==> config.mk <==
export PLATFORM = sky130hd
export DESIGN_NAME = decibel_to_heatmap_colour
export DESIGN_NICKNAME = d
export VERILOG_FILES = /design/src/hdl/dhc_pkg.sv /design/src/hdl/dhc_front.sv /design/src/hdl/dhc_div_step.sv /design/src/hdl/dhc_blend.sv /design/src/hdl/decibel_to_heatmap_colour.sv
export SDC_FILE = /design/constraint.sdc
export NUM_CORES = 2
export LEC_CHECK = 0
export ABC_AREA = 1
export BUFFER_PORTS_ARGS = -buffer_cell sky130_fd_sc_hd__buf_2
export CORE_MARGIN = 5
export CORE_UTILIZATION = 70
export DETAILED_ROUTE_END_ITERATION = 12
export GPL_TIMING_DRIVEN = 0
export PLACE_DENSITY = 0.87
export SYNTH_ARGS = -nofsm -noshare
export SYNTH_HDL_FRONTEND = slang
export SYNTH_SLANG_ARGS = --single-unit
==> constraint.sdc <==
create_clock -name clk -period 22.1 [get_ports clk]
set_input_delay 0 -clock clk [delete_from_list [all_inputs] [get_ports clk]]
set_output_delay 0 -clock clk [all_outputs]
set_load 0.005 [all_outputs]
==> src/hdl/dhc_pkg.sv <==
`timescale 1ns / 1ps

package dhc_pkg;

    // field and datapath widths
    localparam int DbWidth    = 20;
    localparam int ChanWidth  = 8;
    localparam int QuoWidth   = 13;
    localparam int NumWidth   = 32;
    localparam int RemWidth   = 20;
    localparam int IdxWidth   = 5;
    localparam int RgbWidth   = 3 * ChanWidth;
    localparam int AddrWidth  = 3;
    localparam int DataWidth  = 32;

    // scale factors of the two ramps
    localparam int GrayScale   = 255;
    localparam int ColourScale = 18 * 256;

    // floor register limits and reset
    localparam logic signed [DbWidth-1:0] FloorMax   = -20'sd256;
    localparam logic signed [DbWidth-1:0] FloorReset = -20'sd46080;
    localparam logic                      GrayReset  = 1'b0;

    typedef logic signed [DbWidth-1:0] db_t;
    typedef logic [ChanWidth-1:0]      chan_t;

    typedef enum logic
    {
        REG_FLOOR_DB,
        REG_GRAY_MODE
    } reg_index_t;

    typedef enum logic [1:0]
    {
        CLS_RAMP,
        CLS_WHITE,
        CLS_BLACK
    } level_class_t;

    typedef struct packed
    {
        logic         gray;
        level_class_t cls;
    } dhc_ctrl_t;

    // partial remainder, numerator bits shifting out / quotient bits shifting in
    typedef struct packed
    {
        logic [RemWidth-1:0] rem;
        logic [QuoWidth-1:0] bits;
        logic [RemWidth-1:0] nf;
    } div_word_t;

    // heat map, 0 dB first, floor last; packed as {red, green, blue}
    function automatic logic [RgbWidth-1:0] heat_rgb(input logic [IdxWidth-1:0] idx);
        logic [RgbWidth-1:0] rgb;
        case (idx)
            5'd0:    rgb = {8'd255, 8'd255, 8'd255};
            5'd1:    rgb = {8'd240, 8'd254, 8'd216};
            5'd2:    rgb = {8'd242, 8'd251, 8'd185};
            5'd3:    rgb = {8'd253, 8'd245, 8'd143};
            5'd4:    rgb = {8'd253, 8'd200, 8'd102};
            5'd5:    rgb = {8'd252, 8'd144, 8'd66};
            5'd6:    rgb = {8'd252, 8'd75,  8'd32};
            5'd7:    rgb = {8'd237, 8'd28,  8'd41};
            5'd8:    rgb = {8'd214, 8'd3,   8'd64};
            5'd9:    rgb = {8'd183, 8'd3,   8'd101};
            5'd10:   rgb = {8'd157, 8'd3,   8'd122};
            5'd11:   rgb = {8'd122, 8'd3,   8'd126};
            5'd12:   rgb = {8'd80,  8'd2,   8'd110};
            5'd13:   rgb = {8'd45,  8'd2,   8'd89};
            5'd14:   rgb = {8'd19,  8'd2,   8'd70};
            5'd15:   rgb = {8'd1,   8'd3,   8'd53};
            5'd16:   rgb = {8'd1,   8'd3,   8'd37};
            5'd17:   rgb = {8'd1,   8'd2,   8'd19};
            default: rgb = {8'd0,   8'd0,   8'd0};
        endcase
        return rgb;
    endfunction

endpackage

==> src/hdl/dhc_front.sv <==
`timescale 1ns / 1ps

module dhc_front
    import dhc_pkg::*;
(
    input  logic      clk,
    input  logic      rst_n,
    input  logic      in_valid,
    output logic      in_stall,
    input  db_t       db_value,
    input  db_t       floor_db,
    input  logic      gray_mode,
    output logic      out_valid,
    input  logic      out_stall,
    output dhc_ctrl_t out_ctrl,
    output div_word_t out_word
);

    logic      valid_reg;
    dhc_ctrl_t ctrl_reg;
    dhc_ctrl_t ctrl_next;
    div_word_t word_reg;
    div_word_t word_next;
    db_t       floor_eff;
    logic [RemWidth-1:0] nf;
    logic [RemWidth-1:0] nv;
    logic [NumWidth-1:0] num;
    logic                load;

    assign in_stall = valid_reg && out_stall;
    assign load     = !in_stall;

    always_comb
    begin
        // floors above the limit behave as the limit
        floor_eff = (floor_db > FloorMax) ? FloorMax : floor_db;
        nf        = ~floor_eff + 20'd1;
        nv        = ~db_value + 20'd1;

        ctrl_next.gray = gray_mode;
        if (!db_value[DbWidth-1])
            ctrl_next.cls = CLS_WHITE;
        else if (db_value <= floor_eff)
            ctrl_next.cls = CLS_BLACK;
        else
            ctrl_next.cls = CLS_RAMP;

        // numerator below scale * nf, so quotient fits QuoWidth bits
        if (ctrl_next.cls != CLS_RAMP)
            num = '0;
        else if (gray_mode)
            num = NumWidth'({12'd0, nv} * 32'(GrayScale));
        else
            num = NumWidth'({12'd0, nv} * 32'(ColourScale));

        word_next.rem  = {1'b0, num[NumWidth-1:QuoWidth]};
        word_next.bits = num[QuoWidth-1:0];
        word_next.nf   = nf;
    end

    always_ff @(posedge clk or negedge rst_n)
    begin
        if (!rst_n)
            valid_reg <= 1'b0;
        else if (load)
            valid_reg <= in_valid;
    end

    always_ff @(posedge clk)
    begin
        if (load && in_valid)
        begin
            ctrl_reg <= ctrl_next;
            word_reg <= word_next;
        end
    end

    assign out_valid = valid_reg;
    assign out_ctrl  = ctrl_reg;
    assign out_word  = word_reg;

endmodule

==> src/hdl/dhc_div_step.sv <==
`timescale 1ns / 1ps

module dhc_div_step
    import dhc_pkg::*;
(
    input  logic      clk,
    input  logic      rst_n,
    input  logic      in_valid,
    output logic      in_stall,
    input  dhc_ctrl_t in_ctrl,
    input  div_word_t in_word,
    output logic      out_valid,
    input  logic      out_stall,
    output dhc_ctrl_t out_ctrl,
    output div_word_t out_word
);

    logic      valid_reg;
    dhc_ctrl_t ctrl_reg;
    div_word_t word_reg;
    div_word_t word_next;
    logic [RemWidth:0] shifted;
    logic [RemWidth:0] diff;
    logic              ge;
    logic              load;

    assign in_stall = valid_reg && out_stall;
    assign load     = !in_stall;

    // one restoring step: shift in the next numerator bit, subtract if it fits
    always_comb
    begin
        shifted        = {in_word.rem, in_word.bits[QuoWidth-1]};
        diff           = shifted - {1'b0, in_word.nf};
        ge             = shifted >= {1'b0, in_word.nf};
        word_next.rem  = ge ? diff[RemWidth-1:0] : shifted[RemWidth-1:0];
        word_next.bits = {in_word.bits[QuoWidth-2:0], ge};
        word_next.nf   = in_word.nf;
    end

    always_ff @(posedge clk or negedge rst_n)
    begin
        if (!rst_n)
            valid_reg <= 1'b0;
        else if (load)
            valid_reg <= in_valid;
    end

    always_ff @(posedge clk)
    begin
        if (load && in_valid)
        begin
            ctrl_reg <= in_ctrl;
            word_reg <= word_next;
        end
    end

    assign out_valid = valid_reg;
    assign out_ctrl  = ctrl_reg;
    assign out_word  = word_reg;

`ifndef NO_ASSERTIONS
    // partial remainder stays below the divisor for ramp levels
    a_rem_below_divisor: assert property (@(posedge clk) disable iff (!rst_n)
        valid_reg && ctrl_reg.cls == CLS_RAMP |-> word_reg.rem < word_reg.nf)
        else $error("divider remainder not below divisor");
`endif

endmodule

==> src/hdl/dhc_blend.sv <==
`timescale 1ns / 1ps

module dhc_blend
    import dhc_pkg::*;
(
    input  logic                clk,
    input  logic                rst_n,
    input  logic                in_valid,
    output logic                in_stall,
    input  dhc_ctrl_t           in_ctrl,
    input  logic [QuoWidth-1:0] in_quo,
    output logic                out_valid,
    input  logic                out_stall,
    output chan_t               red,
    output chan_t               green,
    output chan_t               blue
);

    // stage 1: table lookup
    logic                s1_valid_reg;
    dhc_ctrl_t           s1_ctrl_reg;
    chan_t               s1_frac_reg;
    chan_t               s1_gray_reg;
    logic [RgbWidth-1:0] s1_lo_reg;
    logic [RgbWidth-1:0] s1_hi_reg;
    logic                s1_stall;
    logic                s1_load;
    logic [IdxWidth-1:0] idx;

    // stage 2: blend, round, output register
    logic                out_valid_reg;
    logic                mono_reg;
    logic [RgbWidth-1:0] rgb_reg;
    logic [RgbWidth-1:0] rgb_next;
    logic                s2_load;
    logic [8:0]          w_lo;
    logic [16:0]         acc;
    chan_t               a_ch;
    chan_t               b_ch;
    chan_t               q_ch;
    chan_t               r_ch;
    logic                round_up;

    assign s1_stall = out_valid_reg && out_stall;
    assign s2_load  = !s1_stall;
    assign in_stall = s1_valid_reg && s1_stall;
    assign s1_load  = !in_stall;
    assign idx      = in_quo[QuoWidth-1:8];

    always_ff @(posedge clk or negedge rst_n)
    begin
        if (!rst_n)
        begin
            s1_valid_reg  <= 1'b0;
            out_valid_reg <= 1'b0;
        end
        else
        begin
            if (s1_load)
                s1_valid_reg <= in_valid;
            if (s2_load)
                out_valid_reg <= s1_valid_reg;
        end
    end

    always_ff @(posedge clk)
    begin
        if (s1_load && in_valid)
        begin
            s1_ctrl_reg <= in_ctrl;
            s1_frac_reg <= in_quo[7:0];
            s1_gray_reg <= 8'd255 - in_quo[7:0];
            s1_lo_reg   <= heat_rgb(idx);
            s1_hi_reg   <= heat_rgb(idx + 5'd1);
        end
    end

    always_comb
    begin
        rgb_next = '0;
        w_lo     = 9'd256 - {1'b0, s1_frac_reg};
        acc      = '0;
        a_ch     = '0;
        b_ch     = '0;
        q_ch     = '0;
        r_ch     = '0;
        round_up = 1'b0;
        case (s1_ctrl_reg.cls)
            CLS_WHITE: rgb_next = {RgbWidth{1'b1}};
            CLS_BLACK: rgb_next = '0;
            CLS_RAMP:
            begin
                if (s1_ctrl_reg.gray)
                    rgb_next = {3{s1_gray_reg}};
                else
                begin
                    for (int c = 0; c < 3; c++)
                    begin
                        a_ch     = s1_lo_reg[c*ChanWidth +: ChanWidth];
                        b_ch     = s1_hi_reg[c*ChanWidth +: ChanWidth];
                        acc      = ({8'd0, w_lo} * {9'd0, a_ch})
                                 + ({9'd0, s1_frac_reg} * {9'd0, b_ch});
                        q_ch     = acc[15:8];
                        r_ch     = acc[7:0];
                        // round to nearest, ties to even
                        round_up = (r_ch > 8'd128) || (r_ch == 8'd128 && q_ch[0]);
                        rgb_next[c*ChanWidth +: ChanWidth] =
                            (round_up && q_ch != 8'hFF) ? q_ch + 8'd1 : q_ch;
                    end
                end
            end
            default: rgb_next = '0;
        endcase
    end

    always_ff @(posedge clk)
    begin
        if (s2_load && s1_valid_reg)
        begin
            rgb_reg  <= rgb_next;
            mono_reg <= s1_ctrl_reg.gray || s1_ctrl_reg.cls != CLS_RAMP;
        end
    end

    assign out_valid = out_valid_reg;
    assign red       = rgb_reg[2*ChanWidth +: ChanWidth];
    assign green     = rgb_reg[ChanWidth +: ChanWidth];
    assign blue      = rgb_reg[0 +: ChanWidth];

`ifndef NO_ASSERTIONS
    a_colour_index_range: assert property (@(posedge clk) disable iff (!rst_n)
        in_valid && in_ctrl.cls == CLS_RAMP && !in_ctrl.gray
        |-> in_quo < 13'(ColourScale))
        else $error("colour position beyond last table step");

    a_gray_quotient_range: assert property (@(posedge clk) disable iff (!rst_n)
        in_valid && in_ctrl.cls == CLS_RAMP && in_ctrl.gray
        |-> in_quo < 13'(GrayScale))
        else $error("gray quotient out of range");

    a_mono_pixel: assert property (@(posedge clk) disable iff (!rst_n)
        out_valid_reg && mono_reg |-> red == green && green == blue)
        else $error("gray, white or black pixel with unequal channels");
`endif

endmodule

==> src/hdl/decibel_to_heatmap_colour.sv <==
`timescale 1ns / 1ps

// Maps one spectrum level (signed, 1/256 dB) to one RGB pixel. In color mode
// the range from floor_db up to 0 dB is laid over an 18-step heat table and
// the two nearest entries are blended with an 8-bit fraction, rounded to
// nearest with ties to even; 0 dB and above is white and anything at or
// below the floor is black. In gray mode the same range maps to gray 1..255
// and the floor and below to black. The block takes one request per clock
// unless a stalled output has backed up the pipeline. Its stages, in order,
// are one for the floor clamp, class decode and scaling, the pipelined
// restoring divider (one quotient bit per stage, set by the 13-bit table
// position), one for the table lookup and one for the blend into the output
// register. Every stage has its own valid bit and only holds when the stage
// after it is full and stalled, so bubbles are squeezed out and a stalled
// output still lets new requests in. Registers: floor_db at byte address 0
// (values above -256 act as -256, reset -180 dB), gray_mode at byte address
// 4 (reset 0); write them only while no request is in flight.

module decibel_to_heatmap_colour
    import dhc_pkg::*;
(
    input  logic                 clk,
    input  logic                 rst_n,
    // level in
    input  logic                 in_valid,
    output logic                 in_stall,
    input  db_t                  db_value,
    // pixel out
    output logic                 out_valid,
    input  logic                 out_stall,
    output chan_t                red,
    output chan_t                green,
    output chan_t                blue,
    // register port
    input  logic                 psel,
    input  logic                 penable,
    input  logic                 pwrite,
    input  logic [AddrWidth-1:0] paddr,
    input  logic [DataWidth-1:0] pwdata,
    output logic [DataWidth-1:0] prdata,
    output logic                 pready
);

    db_t        floor_db_reg;
    logic       gray_mode_reg;
    logic       cfg_write;
    reg_index_t cfg_index;

    // front stage to divider and through the divider chain
    logic      st_valid [0:QuoWidth];
    logic      st_stall [0:QuoWidth];
    dhc_ctrl_t st_ctrl  [0:QuoWidth];
    div_word_t st_word  [0:QuoWidth];

    // ---------------------------------------------------------------
    // register port, no wait states; address bit 2 selects the register
    // ---------------------------------------------------------------
    assign pready    = 1'b1;
    assign cfg_write = psel && penable && pwrite;
    assign cfg_index = reg_index_t'(paddr[2]);

    always_ff @(posedge clk or negedge rst_n)
    begin
        if (!rst_n)
        begin
            floor_db_reg  <= FloorReset;
            gray_mode_reg <= GrayReset;
        end
        else if (cfg_write)
        begin
            case (cfg_index)
                REG_FLOOR_DB:  floor_db_reg  <= pwdata[DbWidth-1:0];
                REG_GRAY_MODE: gray_mode_reg <= pwdata[0];
                default:       floor_db_reg  <= floor_db_reg;
            endcase
        end
    end

    // floor reads back sign extended
    always_comb
    begin
        case (cfg_index)
            REG_FLOOR_DB:  prdata = DataWidth'(floor_db_reg);
            REG_GRAY_MODE: prdata = {{(DataWidth-1){1'b0}}, gray_mode_reg};
            default:       prdata = '0;
        endcase
    end

    // ---------------------------------------------------------------
    // clamp, classify and scale the level
    // ---------------------------------------------------------------
    dhc_front u_front
    (
        .clk       (clk),
        .rst_n     (rst_n),
        .in_valid  (in_valid),
        .in_stall  (in_stall),
        .db_value  (db_value),
        .floor_db  (floor_db_reg),
        .gray_mode (gray_mode_reg),
        .out_valid (st_valid[0]),
        .out_stall (st_stall[0]),
        .out_ctrl  (st_ctrl[0]),
        .out_word  (st_word[0])
    );

    // ---------------------------------------------------------------
    // divider: one quotient bit per stage, msb first
    // ---------------------------------------------------------------
    for (genvar i = 0; i < QuoWidth; i++)
    begin : g_div
        dhc_div_step u_step
        (
            .clk       (clk),
            .rst_n     (rst_n),
            .in_valid  (st_valid[i]),
            .in_stall  (st_stall[i]),
            .in_ctrl   (st_ctrl[i]),
            .in_word   (st_word[i]),
            .out_valid (st_valid[i+1]),
            .out_stall (st_stall[i+1]),
            .out_ctrl  (st_ctrl[i+1]),
            .out_word  (st_word[i+1])
        );
    end

    // ---------------------------------------------------------------
    // table lookup, blend and output register
    // ---------------------------------------------------------------
    dhc_blend u_blend
    (
        .clk       (clk),
        .rst_n     (rst_n),
        .in_valid  (st_valid[QuoWidth]),
        .in_stall  (st_stall[QuoWidth]),
        .in_ctrl   (st_ctrl[QuoWidth]),
        .in_quo    (st_word[QuoWidth].bits),
        .out_valid (out_valid),
        .out_stall (out_stall),
        .red       (red),
        .green     (green),
        .blue      (blue)
    );

`ifndef NO_ASSERTIONS
    // input only backs up when a finished pixel is held at the output
    a_stall_from_output: assert property (@(posedge clk) disable iff (!rst_n)
        in_stall |-> out_valid && out_stall)
        else $error("input stalled while output is free");
`endif

endmodule

* Word level (Yosys, flattened, before mapping) *
Memories as Yosys holds them, arrays and structs flattened. A register that Yosys moved wholly into a read port is not among the register bits.
Index checks and enable logic that the tools add are counted.

storage, ports and cells
  bits in registers = 823
  memory bits (read-only) = 1536
  output and inout bits = 59
  memories kept = 2

memory list
  memory            depth  width  read ports  clocked after Yosys merged registers in  write ports  line           text
  (name not given)  32     24     1           1                                        0            dhc_pkg.sv:58  case (idx)
  (name not given)  32     24     1           1                                        0            dhc_pkg.sv:58

cells by class
  add/subtract/negate cells = 23
  multiply operators = 8
  magnitude comparators = 18
  equal/unequal tests = 7
  mux-type cells = 22
  bitwise gates (word level) = 4
  reduce and logical (&&, ||, !) cells = 65

operators by type and width
  kind                                                            number
  2-to-1 mux 20 bit                                               13
  greater-or-equal comparator 21 x 20 -> 1 bit                    12
  subtractor 20 bit                                               12
  case mux 32 bit (2 select lines)                                1
  adder 16 bit                                                    3
  multiplier 8 x 8 -> 16 bit                                      3
  multiplier 9 x 8 -> 16 bit                                      3
  case mux 24 bit (2 select lines)                                1
  adder 20 x 1 -> 20 bit, second input constant                   2
  logical AND 1 bit                                               40
  NOT 20 bit                                                      2
  multiplier 20 x 8 -> 28 bit, second input constant              1
  2-to-1 mux 28 bit                                               1
  adder 8 x 1 -> 8 bit, second input constant                     3
  == test 8 bit, second input constant                            3
  greater-than comparator 8 bit, second input constant            3
  2-to-1 mux 24 bit                                               1
  2-to-1 mux 8 bit                                                3
  != test 8 bit, second input constant                            3
  multiplier 20 x 4 -> 23 bit, second input constant              1
  greater-or-equal comparator 20 bit                              1
  greater-than comparator 20 x 9 -> 1 bit, second input constant  1
  <= comparator 20 bit                                            1
  logical NOT 1 bit                                               16
  11 further kinds                                                17

* Longest topological paths before layout *
  depth after elaboration = 18
  depth in mapped cells = 42

* Cells and area by module *
A second synthesis with hierarchy kept.

unflattened totals
  cells, all modules = 9093
  area total of the unflattened synthesis = 74250.0 µm²

by module, submodules not included
  module                               times used  cells an instance  area each (µm²)  seq. area each (µm²)
  dhc_div_step at g_div[0].u_step ...  11          395                3414.5           1706.6
  dhc_blend                            1           2633               19807.7          2722.6
  dhc_front                            1           1172               9048.7           1676.6
  dhc_div_step at g_div[8].u_step ...  2           395                3353.2           1706.6
  decibel_to_heatmap_colour            1           153                1127.3           534.3

* Worst setup path after synthesis *
No wires, ideal clock.

  path type = reg-to-reg
  start = reg u_blend.s1_frac_reg[0]
  end = reg u_blend.rgb_reg[12], data pin
  setup time = 0.264 ns
  data arrival time = 7.139 ns
  required time = 21.836 ns
  path slack = 14.697 ns
  stages on the path, launching flop included = 41
  buffers on the path = 3
  cell sequence = edfxtp_1 > clkbuf_1 > buf_1 > inv_1 > ha_1 > nand2_1 > nor2_4 > nand2_1 > nand2_1 > clkinv_1 > clkbuf_1 > nand2_1 > fa_1 > fa_1 > inv_1 > fa_1 > fa_1 > fa_1 > (+5 left out) > inv_1 > a21oi_1 > nand2_1 > xnor2_1 > inv_1 > ha_1 > inv_1 > nor2_2 > nand2_1 > nor2_2 > nand3_2 > nand2_4 > inv_2 > nand2_1 > nand2_1 > nand2_1 > nand2_1 > nand2_1

between the ends
  longest elaborated chain between the ends = 10
  elaborated cells between the ends (all ways) = 14

RTL lines
  what                                                                   line              text
  start: declaration                                                     dhc_blend.sv:22   chan_t s1_frac_reg;
  start signal: assignment                                               dhc_blend.sv:71   s1_frac_reg <= in_quo[7:0];
  subtractor 9 x 8 -> 9 bit                                              dhc_blend.sv:81   w_lo = 9'd256 - {1'b0, s1_frac_reg};
  multiplier 9 x 8 -> 16 bit                                             dhc_blend.sv:101  acc = ({8'd0, w_lo} * {9'd0, a_ch})
  adder 16 bit (*)                                                       dhc_blend.sv:102  + ({9'd0, s1_frac_reg} * {9'd0, b_ch});
  branches (longest 4 deep; another with greater-than comparator 8 bit)  n/a
  2-to-1 mux 8 bit (*)                                                   dhc_blend.sv:108  (round_up && q_ch != 8'hFF) ? q_ch + 8'd1 : q_ch;
  2-to-1 mux 24 bit (*)                                                  dhc_blend.sv:93   if (s1_ctrl_reg.gray)
  case mux 24 bit (2 select lines) (*)                                   dhc_blend.sv:88   case (s1_ctrl_reg.cls)
  end signal: assignment                                                 dhc_blend.sv:120  rgb_reg <= rgb_next;
  end: declaration                                                       dhc_blend.sv:33   logic [RgbWidth-1:0] rgb_reg;

Every way passes the cells marked *.
A chain may end at the register's enable or synchronous reset.

* Final worst setup path *
Ends and elaborated chain as after synthesis.

==> summary by stage <==
Detailed routing
The per-cell via count in the routed design is 5.892. The first routing iteration left 4672 violations. The routed wire length is 175.4 mm. The first-pass detailed-route iteration total is 7. The detail route stage leaves a number of antenna-violating nets equal to 0. The routed length per placed instance is 19.71 um.

The detailed router placed 52454 vias in this run. For this run, design rule violations remaining after detail routing come to 0.

Clock network
The number of H-tree branching levels is 3. Counting along the longest clock path gives a buffer depth of 3. The clock transition at the registers of the reported paths is 0.07 ns.

The clock net in this run drives a total of 869 sinks. The post-cts resize count is 0. The TritonCTS clock tree is done. The clock insertion delay at the later pin of the skew report is 0.68 ns. Counting the buffers created by CTS gives 89. The tree is rooted in a sky130_fd_sc_hd__clkbuf_16.

STA
The final hold violation count is 0. The setup total negative slack is 0 ns. The number of failing setup endpoints in the final timing report is 0. Of the available clock period, the critical path in the final layout requires 43.65%.

The final setup skew is 0.03469 ns. The time the final worst path needs with I/O delays and setup is 9.646 ns. The max-slew violation count came to 0. For the pin with the worst max-slew slack, the measured transition is 1.091 ns. Headroom to the max-slew limit came out at 27.29%. Setup repair after global routing left no endpoint under its margin. The timing-limited maximum frequency is 0.1037 GHz.

Die
In this run the core area contains 112 standard-cell rows. In this run the count of I/O pins placed on the die edge is 121. From left edge to right edge, the die measures 317.8 um. The area of the core is 0.09361 mm2.

The floorplan step set the die height to 317.8 um. Once the floorplan was initialized, standard cells occupied 70.83% of the core. The die covers 0.1010 mm2.

Synthesis
After synthesis, the most frequently instantiated cells are 1569 x sky130_fd_sc_hd__nand2_1, 1417 x sky130_fd_sc_hd__inv_1, 832 x sky130_fd_sc_hd__edfxtp_1, 571 x sky130_fd_sc_hd__ha_1, 463 x sky130_fd_sc_hd__nor2_1. Of all cell types, the one taking the most synthesized area is sky130_fd_sc_hd__edfxtp_1. Ranked by total cell area, the synthesized netlist is headed by sky130_fd_sc_hd__edfxtp_1 38%, sky130_fd_sc_hd__fa_1 12%, sky130_fd_sc_hd__ha_1 11%, sky130_fd_sc_hd__nand2_1 8.9%, sky130_fd_sc_hd__inv_1 8.0%. The proportion of netlist area held by the largest area contributor is 37.68%.

When the netlist entered floorplanning its net count stood at 8372. The most used flip-flop cell after synthesis is sky130_fd_sc_hd__edfxtp_1. The most frequently used cell type in the post-synthesis netlist is sky130_fd_sc_hd__nand2_1. During synthesis, Yosys emitted a total of 0 warnings. Synthesis produced 7334 cells. The fraction of registers with async set/reset is 4.258%. The count of distinct cell types in the synthesized netlist is 67.

The sequential-to-total area share from yosys stat is 39.09%. Each instance of the synthesized netlist takes up on average 9.040 um2. The number of synthesized flops with an enable pin is 832. After synthesis the netlist holds a flip-flop and latch count of 869. The cell area after technology mapping is 0.06630 mm2.

Layout
The fraction of layout instances using a drive strength above 1 is 6.355%. The number of flip-flops under the largest register name is 649. The number of nets in the finished design is 8612. The area overhead of the layout relative to synthesis is 8.522%.

The area of all placed cells without fillers is 0.07195 mm2.

Placement
The last weighted congestion value of the routability-driven placer is 1.013. Detailed placement finished with a half-perimeter wire length of 138.1 mm. The quantity of I/O buffers inserted on ports is 105. Once placement finished, the instance area stood at 0.06878 mm2.

Min path
In this run the worst hold path is classified as in -> async.

Global routing
The remaining global-route overflow is 0. The first global-routing pass estimated 277.6 mm of wire. The initial antenna violation count is 1. For this run, the total global-route usage over all layers was measured as 34.35%.

Entering global routing, the biggest net connects 50 pins. The via count of the first global-routing pass is 53079.

Critical path
The critical path class is reg -> reg. In this run the critical register-to-register path is launched from u_blend.s1_frac_reg[0]. The cell family contributing the most delay on the critical path is adder cells. The endpoint required time on the critical path is 22.49 ns.

The slowest stage cell on the critical path is sky130_fd_sc_hd__clkbuf_1. The endpoint class of the critical path is a register. Counting both buffers and inverters, the worst setup path holds a total of 12. The biggest fanout along the worst timing path is 10. The critical path startpoint category is a register. The biggest cell delay along the critical path is 0.66 ns. The most numerous cell on the critical path is sky130_fd_sc_hd__nand2_1.

Data on the critical path arrives at its endpoint at 10.04 ns. Tracing the worst setup path back leads to its startpoint at u_blend.s1_frac_reg[0].

Status
The run finished with clean final reports.

Flow run
The number of max-capacitance violations reported is 0.
[logic make-up after synthesis]
group,Yosys count,synth area share (%)
compound gates,1040,8.654
xor+xnor,243,3.221
fa+ha+maj,976,23.00
buf+inv,1604,9.345
flops,869,39.09
other cells,2,0.01133
simple gates,2600,16.67
[layer usage]
layer / track usage (%) / up-vias / part of all wire [%]
li1: - / 24384 / -
met4: 19.90 / 0 / 7.0
met2: 59.59 / 2541 / 49
met5: 0 / - / 0
met1: 41.07 / 24818 / 36
met3: 5.154 / 711 / 7.5
[through the flow]
step                      setup slack, ns  utilization [%]  std cells  hold slack (ns)
after floorplan                     14.70                -       7334          -0.2956
after CTS                           12.69            76.86       8901          0.05602
final                               12.45            76.86       8902          0.08473
after global placement              12.79            73.07       8693           0.2045
after detailed placement            12.75            73.47       8709           0.2213
after global routing                12.11            76.86       8901           0.1154
[area by class of cell]
cell class / instances / area (um2)
well taps: 1254 / 1569
multi-input cells: 4861 / 34250
clock inverters: 65 / 604.3
repair buffers: 149 / 1131
flip-flops and latches: 869 / 25920
plain buffers: 161 / 777.0
diodes: 1 / 2.502
inverters: 1443 / 5419
clock buffers: 99 / 2286
fillers: 6492 / 21660
[cells in the final DEF, fill, tap and decap left out, types with 128 or more instances in the layout]
cell                       instances
sky130_fd_sc_hd__xor2_1          128
sky130_fd_sc_hd__edfxtp_1        832
sky130_fd_sc_hd__o21ai_0         360
sky130_fd_sc_hd__nand3_1         235
sky130_fd_sc_hd__nor2_1          454
sky130_fd_sc_hd__a21oi_1         445
sky130_fd_sc_hd__nand2_1        1569
sky130_fd_sc_hd__buf_2           129
sky130_fd_sc_hd__fa_1            405
sky130_fd_sc_hd__ha_1            571
sky130_fd_sc_hd__inv_1          1410
[what timing repair did]
item,CTS,global route
hold endpoints to repair,117,0
setup buffers,0,0
hold buffers,28,0
[worst paths after layout]
check	end	slack, ns	cells after the start
worst max register to register	u_blend.rgb_reg[12]	12.45	40
max in group asynchronous	u_blend.out_valid	21.32	2
worst max-delay path	u_blend.rgb_reg[12]	12.45	40
worst min-delay path	floor_db_reg[1]	0.08	2
min in group clk	floor_db_reg[16]	0.12	4
worst min register to register	g_div[5].u_step.out_word[32]	0.41	0
[worst reg2reg max path: cells and delay by family, from the launching register on]
family,cells,cell delay [ns]
AOI/OAI and AO/OA,1,0.13
xor gates and xnor gates,1,0.29
adders and majority gates,9,3.94
buffers and inverters,12,2.79
DFF,1,0.40
and+or+nand+nor,17,1.84
Power is left out: the tool's default activity adds up to more than one toggle a clock period on the data nets, which glitch-free logic cannot reach.
